==> src/design/temporal_stream_branch_predictor_top_assert.svh <==
// Assertion macros used by the predictor's sequencer, tsbp_ctrl.
`ifndef TEMPORAL_STREAM_BRANCH_PREDICTOR_TOP_ASSERT_SVH
`define TEMPORAL_STREAM_BRANCH_PREDICTOR_TOP_ASSERT_SVH

// Consequent checked in the same cycle as the antecedent.
`define TSBP_ASSERT_NOW(lbl, ante, cons) \
  lbl: assert property (@(posedge clk) disable iff (rst) (ante) |-> (cons)) \
    else $error("tsbp check failed");

// Consequent checked in the cycle after the antecedent.
`define TSBP_ASSERT_NEXT(lbl, ante, cons) \
  lbl: assert property (@(posedge clk) disable iff (rst) (ante) |=> (cons)) \
    else $error("tsbp check failed");

`endif

==> src/design/tsbp_pkg.sv <==
// Shared types and constants of the branch predictor.
`default_nettype none
package tsbp_pkg;
  localparam int HIST_W      = 34;
  localparam int PC_KEY_BITS = 30;
  localparam int KEY_W       = HIST_W + PC_KEY_BITS;
  localparam int STAMP_W     = 16;
  localparam logic [31:0] INSN_BYTES = 32'd4;

  typedef struct packed {
    logic clear;   // clearing pass step
    logic accept;  // take item, launch memory reads
    logic commit;  // finish item, write back / load result
  } cmd_t;

  typedef struct packed {
    logic clear_done;
    logic is_update;
  } status_t;
endpackage
`default_nettype wire

==> src/design/tsbp_ctrl.sv <==
// Sequencer: clearing pass, item acceptance, commit and result handshake.
`default_nettype none
`include "temporal_stream_branch_predictor_top_assert.svh"
module tsbp_ctrl (
  input  wire logic             clk,
  input  wire logic             rst,
  input  wire logic             in_valid,
  output logic                  in_stall,
  output logic                  out_valid,
  input  wire logic             out_stall,
  input  wire tsbp_pkg::status_t st,
  output tsbp_pkg::cmd_t        cmd
);
  import tsbp_pkg::*;

  typedef enum logic [1:0] {S_CLEAR, S_IDLE, S_EXEC} state_t;
  state_t state;

  always_comb begin
    in_stall   = (state != S_IDLE);
    cmd.clear  = (state == S_CLEAR);
    cmd.accept = (state == S_IDLE) && in_valid;
    cmd.commit = (state == S_EXEC) && (st.is_update || !out_valid || !out_stall);
  end

  always_ff @(posedge clk) begin
    if (rst) begin
      state     <= S_CLEAR;
      out_valid <= 1'b0;
    end else begin
      case (state)
        S_CLEAR: if (st.clear_done) state <= S_IDLE;
        S_IDLE:  if (in_valid) state <= S_EXEC;
        S_EXEC:  if (cmd.commit) state <= S_IDLE;
        default: state <= S_CLEAR;
      endcase
      if (cmd.commit && !st.is_update) begin
        out_valid <= 1'b1;
      end else if (out_valid && !out_stall) begin
        out_valid <= 1'b0;
      end
    end
  end

  `TSBP_ASSERT_NEXT(a_accept_to_exec, cmd.accept, state == S_EXEC)
  `TSBP_ASSERT_NEXT(a_predict_result, cmd.commit && !st.is_update, out_valid)
  `TSBP_ASSERT_NEXT(a_update_silent, cmd.commit && st.is_update && !out_valid, !out_valid)
  `TSBP_ASSERT_NOW(a_clear_quiet, state == S_CLEAR, !out_valid && !cmd.commit)
endmodule
`default_nettype wire

==> config.mk <==
export PLATFORM = sky130hd
export DESIGN_NAME = tsbp_ctrl
export DESIGN_NICKNAME = d
export VERILOG_FILES = /design/src/design/tsbp_pkg.sv /design/src/design/tsbp_ctrl.sv
export VERILOG_INCLUDE_DIRS = /design/src /design/src/design
export SDC_FILE = /design/constraint.sdc
export NUM_CORES = 1
export LEC_CHECK = 0
export BUFFER_PORTS_ARGS = -buffer_cell sky130_fd_sc_hd__buf_2
export CORE_AREA = 10 10 47 49
export DETAILED_ROUTE_END_ITERATION = 8
export DIE_AREA = 0 0 57 59
export HOLD_SLACK_MARGIN = 0.1
export SLEW_MARGIN = 10
export SYNTH_ARGS = -nofsm -noshare
export SYNTH_HDL_FRONTEND = slang
export SYNTH_SLANG_ARGS = --single-unit
==> constraint.sdc <==
create_clock -name clk -period 0.9 [get_ports clk]
set_input_delay 0.18 -clock clk [delete_from_list [all_inputs] [get_ports clk]]
set_output_delay 0.18 -clock clk [all_outputs]
set_load 0.01 [all_outputs]
==> results.yml <==
timing:
  hold_ws_ps: 183
  setup_viol: 7
  slew_viol_final: 0
  finalClockSkew_ps: 0.213
  relSlewSlack_pct: 86.7
  fmax_ghz: 0.889
  setup_tns_ps: -872
  rsz0062_at_grt: "true"
  fin_ws_ps: -225
  finalCritPeriodShare_pct: 125
  hold_viol_final: 0
  worst_slew_pin_slew_ps: 199
  min_period_ps: 1130
power_and_ir_drop:
  max-vdd-ir-drop_uv: 346
  share_seq_of_total_power_pct: 31.3
  power_w: 0.000488
  p_leak_nw: 0.151
  clkPwrFrac_pct: 48.3
  p_int_w: 0.000366
  combPwrFrac_pct: 20.5
  power.density_nw_per_um2: 1480
  netSwitchingPower_w: 0.000122
  sw_frac_of_total_pct: 25.1
cells_and_area:
  fin_util_pct: 23.6
  antenna_cells: 0
  nets: 43
  final_common_cell: "buf_2"
  layout-drive-gt1-share_pct: 75.0
  ff_latch_area_um2: 68.8
  final_cell_mix: "buf_2 (9), clkbuf_4 (3), buf_6 (3)"
  syn_to_final_growth_pct: 106
  nFillCells: 167
  multi_input_area_um2: 121
synth:
  synth_warnings: 0
  synthAdderAreaFrac_pct: 0
  synth_nets: 25
  synthCells: 19
  synth_seq_cells: 3
  synth_top_family_by_area: "simple AND/OR/NAND/NOR gates"
  netlist_area_um2: 160
  yosys.area_share.xor_xnor_pct: 0
  yosysUniqueCellTypes: 13
  yosys.area_share.simple_pct: 37.5
  synth.area.mux_share_pct: 0
  avgSynthCellArea_um2: 8.43
  synth_compound_area_share_pct: 20.3
  synth-seq-area-share_pct: 37.5
min_path:
  min_path_type: "in2reg"
  whs_path_depth: 2
  hp-start: "rst"
  holdPathEnd: "out_valid"
placement:
  port_buffers: 10
  gp_congestion: 0.707
  pre_cts_slack_ps: -27.7
global_route:
  globalRouteTotalUtil_pct: 3.38
  grt_pass1_vias: 203
  grt_max_degree: 8
  grt_first_pass_wirelength_um: 800
  antenna_found_initial: 0
  grt-ovfl-total: 0
setup_path:
  critPathRequiredTime_ps: 720
  worst_r2r_path_depth: 3
  end_kind: "primary output"
  rrSetupSlack_ps: -120
  start_kind: "flop"
  r2r_start: "state[1]"
  crit_fanout: 5
  worst-setup-path-type: "reg2out"
  critPathArrivalTime_ps: 950
  reg2reg_to: "state[0]"
routing:
  drc: 0
  final_antenna_net_count: 0
  vias_per_cell: 3.69
  wl_um: 526
  drtIter0Drc: 7
  post_drt_wl_per_cell_um: 10.1
  vias: 192
  drt_pass1_iterations: 4
die:
  die_x_um: 57
  die_area_um2: 3360
  ios: 11
  core-area_um2: 1400
  rows: 14
  die_h_um: 59
  start_util_pct: 11.4
cts:
  clk_pin_slew_ps: 40
  clockRootBuffer: "clkbuf_4"
  clk_latency_ps: 230
  cts_inserted_buffers: 3
  cts_tree: "done"
  clockBufferDepth: 2
  cts-htree-levels: 1
  cts.sinks: 3
run:
  cap_violations: 0
status:
  violations: "negative setup slack"
  status: "finished, violations left"
-- metal layers --
metal / GRT usage (%) / part of all wire [%] / vias up
li1: - / - / 101
met2: 4.50 / 52 / 6
met3: 3.22 / 12 / 0
met1: 2.62 / 37 / 85
met4: 4.03 / 0 / 0
met5: 0 / 0 / -
-- registers in the layout (all words and copies together), names as in the netlist --
name       count
out_valid      1
state          2
-- through the flow --
step                      area (um2)  std cells
after detailed placement         234         45
after global placement           234         45
after CTS                        318         52
final                            330         52
after floorplan                  164         19
after global routing             330         52
-- logic make-up after synthesis --
logic type	after synthesis
AO/OA/AOI/OAI	4
buffers and inverters	2
flip-flops	3
AND/OR/NAND/NOR	10
-- critical path: stages, from the launching register on --
cell and delay, ps:
dfxtp_4 350, nand2b_4 150, nor2_1 80, buf_2 130
-- how the worst max path moves through the flow --
| stage | from | end | slack (ps) | cells past startpoint |
|---|---|---|---|---|
| final | state[1] | cmd[1] | -230 | 3 |
| after global routing | out_valid | cmd[0] | -270 | 3 |
| after CTS | out_valid | cmd[0] | -230 | 3 |
| after detailed placement | state[1] | out_valid | -30 | 2 |
| after global placement | state[0] | out_valid | -40 | 2 |
| after floorplan | state[1] | cmd[1] | 6 | 2 |
-- repair_timing --
item,4_1_cts,5_1_grt
setup buffers,3,0
pin swaps,2,1
hold buffers,0,0
endpoints found under the setup margin,6,8
resized for setup,9,3
-- Yosys cell counts --
library cell | n | area share [%]
o32ai_1 | 1 | 5.5
o211a_1 | 1 | 6.3
nand4b_1 | 1 | 5.5
inv_1 | 2 | 4.7
a31o_2 | 1 | 5.5
a21oi_1 | 1 | 3.1
or3b_1 | 1 | 5.5
nor4b_1 | 1 | 5.5
nand2_1 | 1 | 2.3
or2_2 | 2 | 7.8
nor2_1 | 3 | 7.0
nand2b_1 | 1 | 3.9
dfxtp_1 | 3 | 38
-- power by group through the flow --
stage / clock [W] / combinational (W) / sequential (W)
6_report: 0.000236 / 0.000100 / 0.000153
5_1_grt: 0.000260 / 0.000109 / 0.000154
4_1_cts: 0.000250 / 0.0000969 / 0.000151
3_5_place_dp: 0 / 0.0000707 / 0.000153
3_3_place_gp: 0 / 0.0000698 / 0.000153
2_1_floorplan: 0 / 0.0000381 / 0.000151
-- final cells by class --
| class | count | share of cell area, % |
|---|---|---|
| Multi-Input combinational cell | 14 | 36.7 |
| Timing Repair Buffer | 13 | 26.1 |
| Sequential cell | 3 | 20.8 |
| Clock buffer | 4 | 7.95 |
| Tap cell | 16 | 6.06 |
| Inverter | 2 | 2.27 |
(Power assumes the default switching activity.)
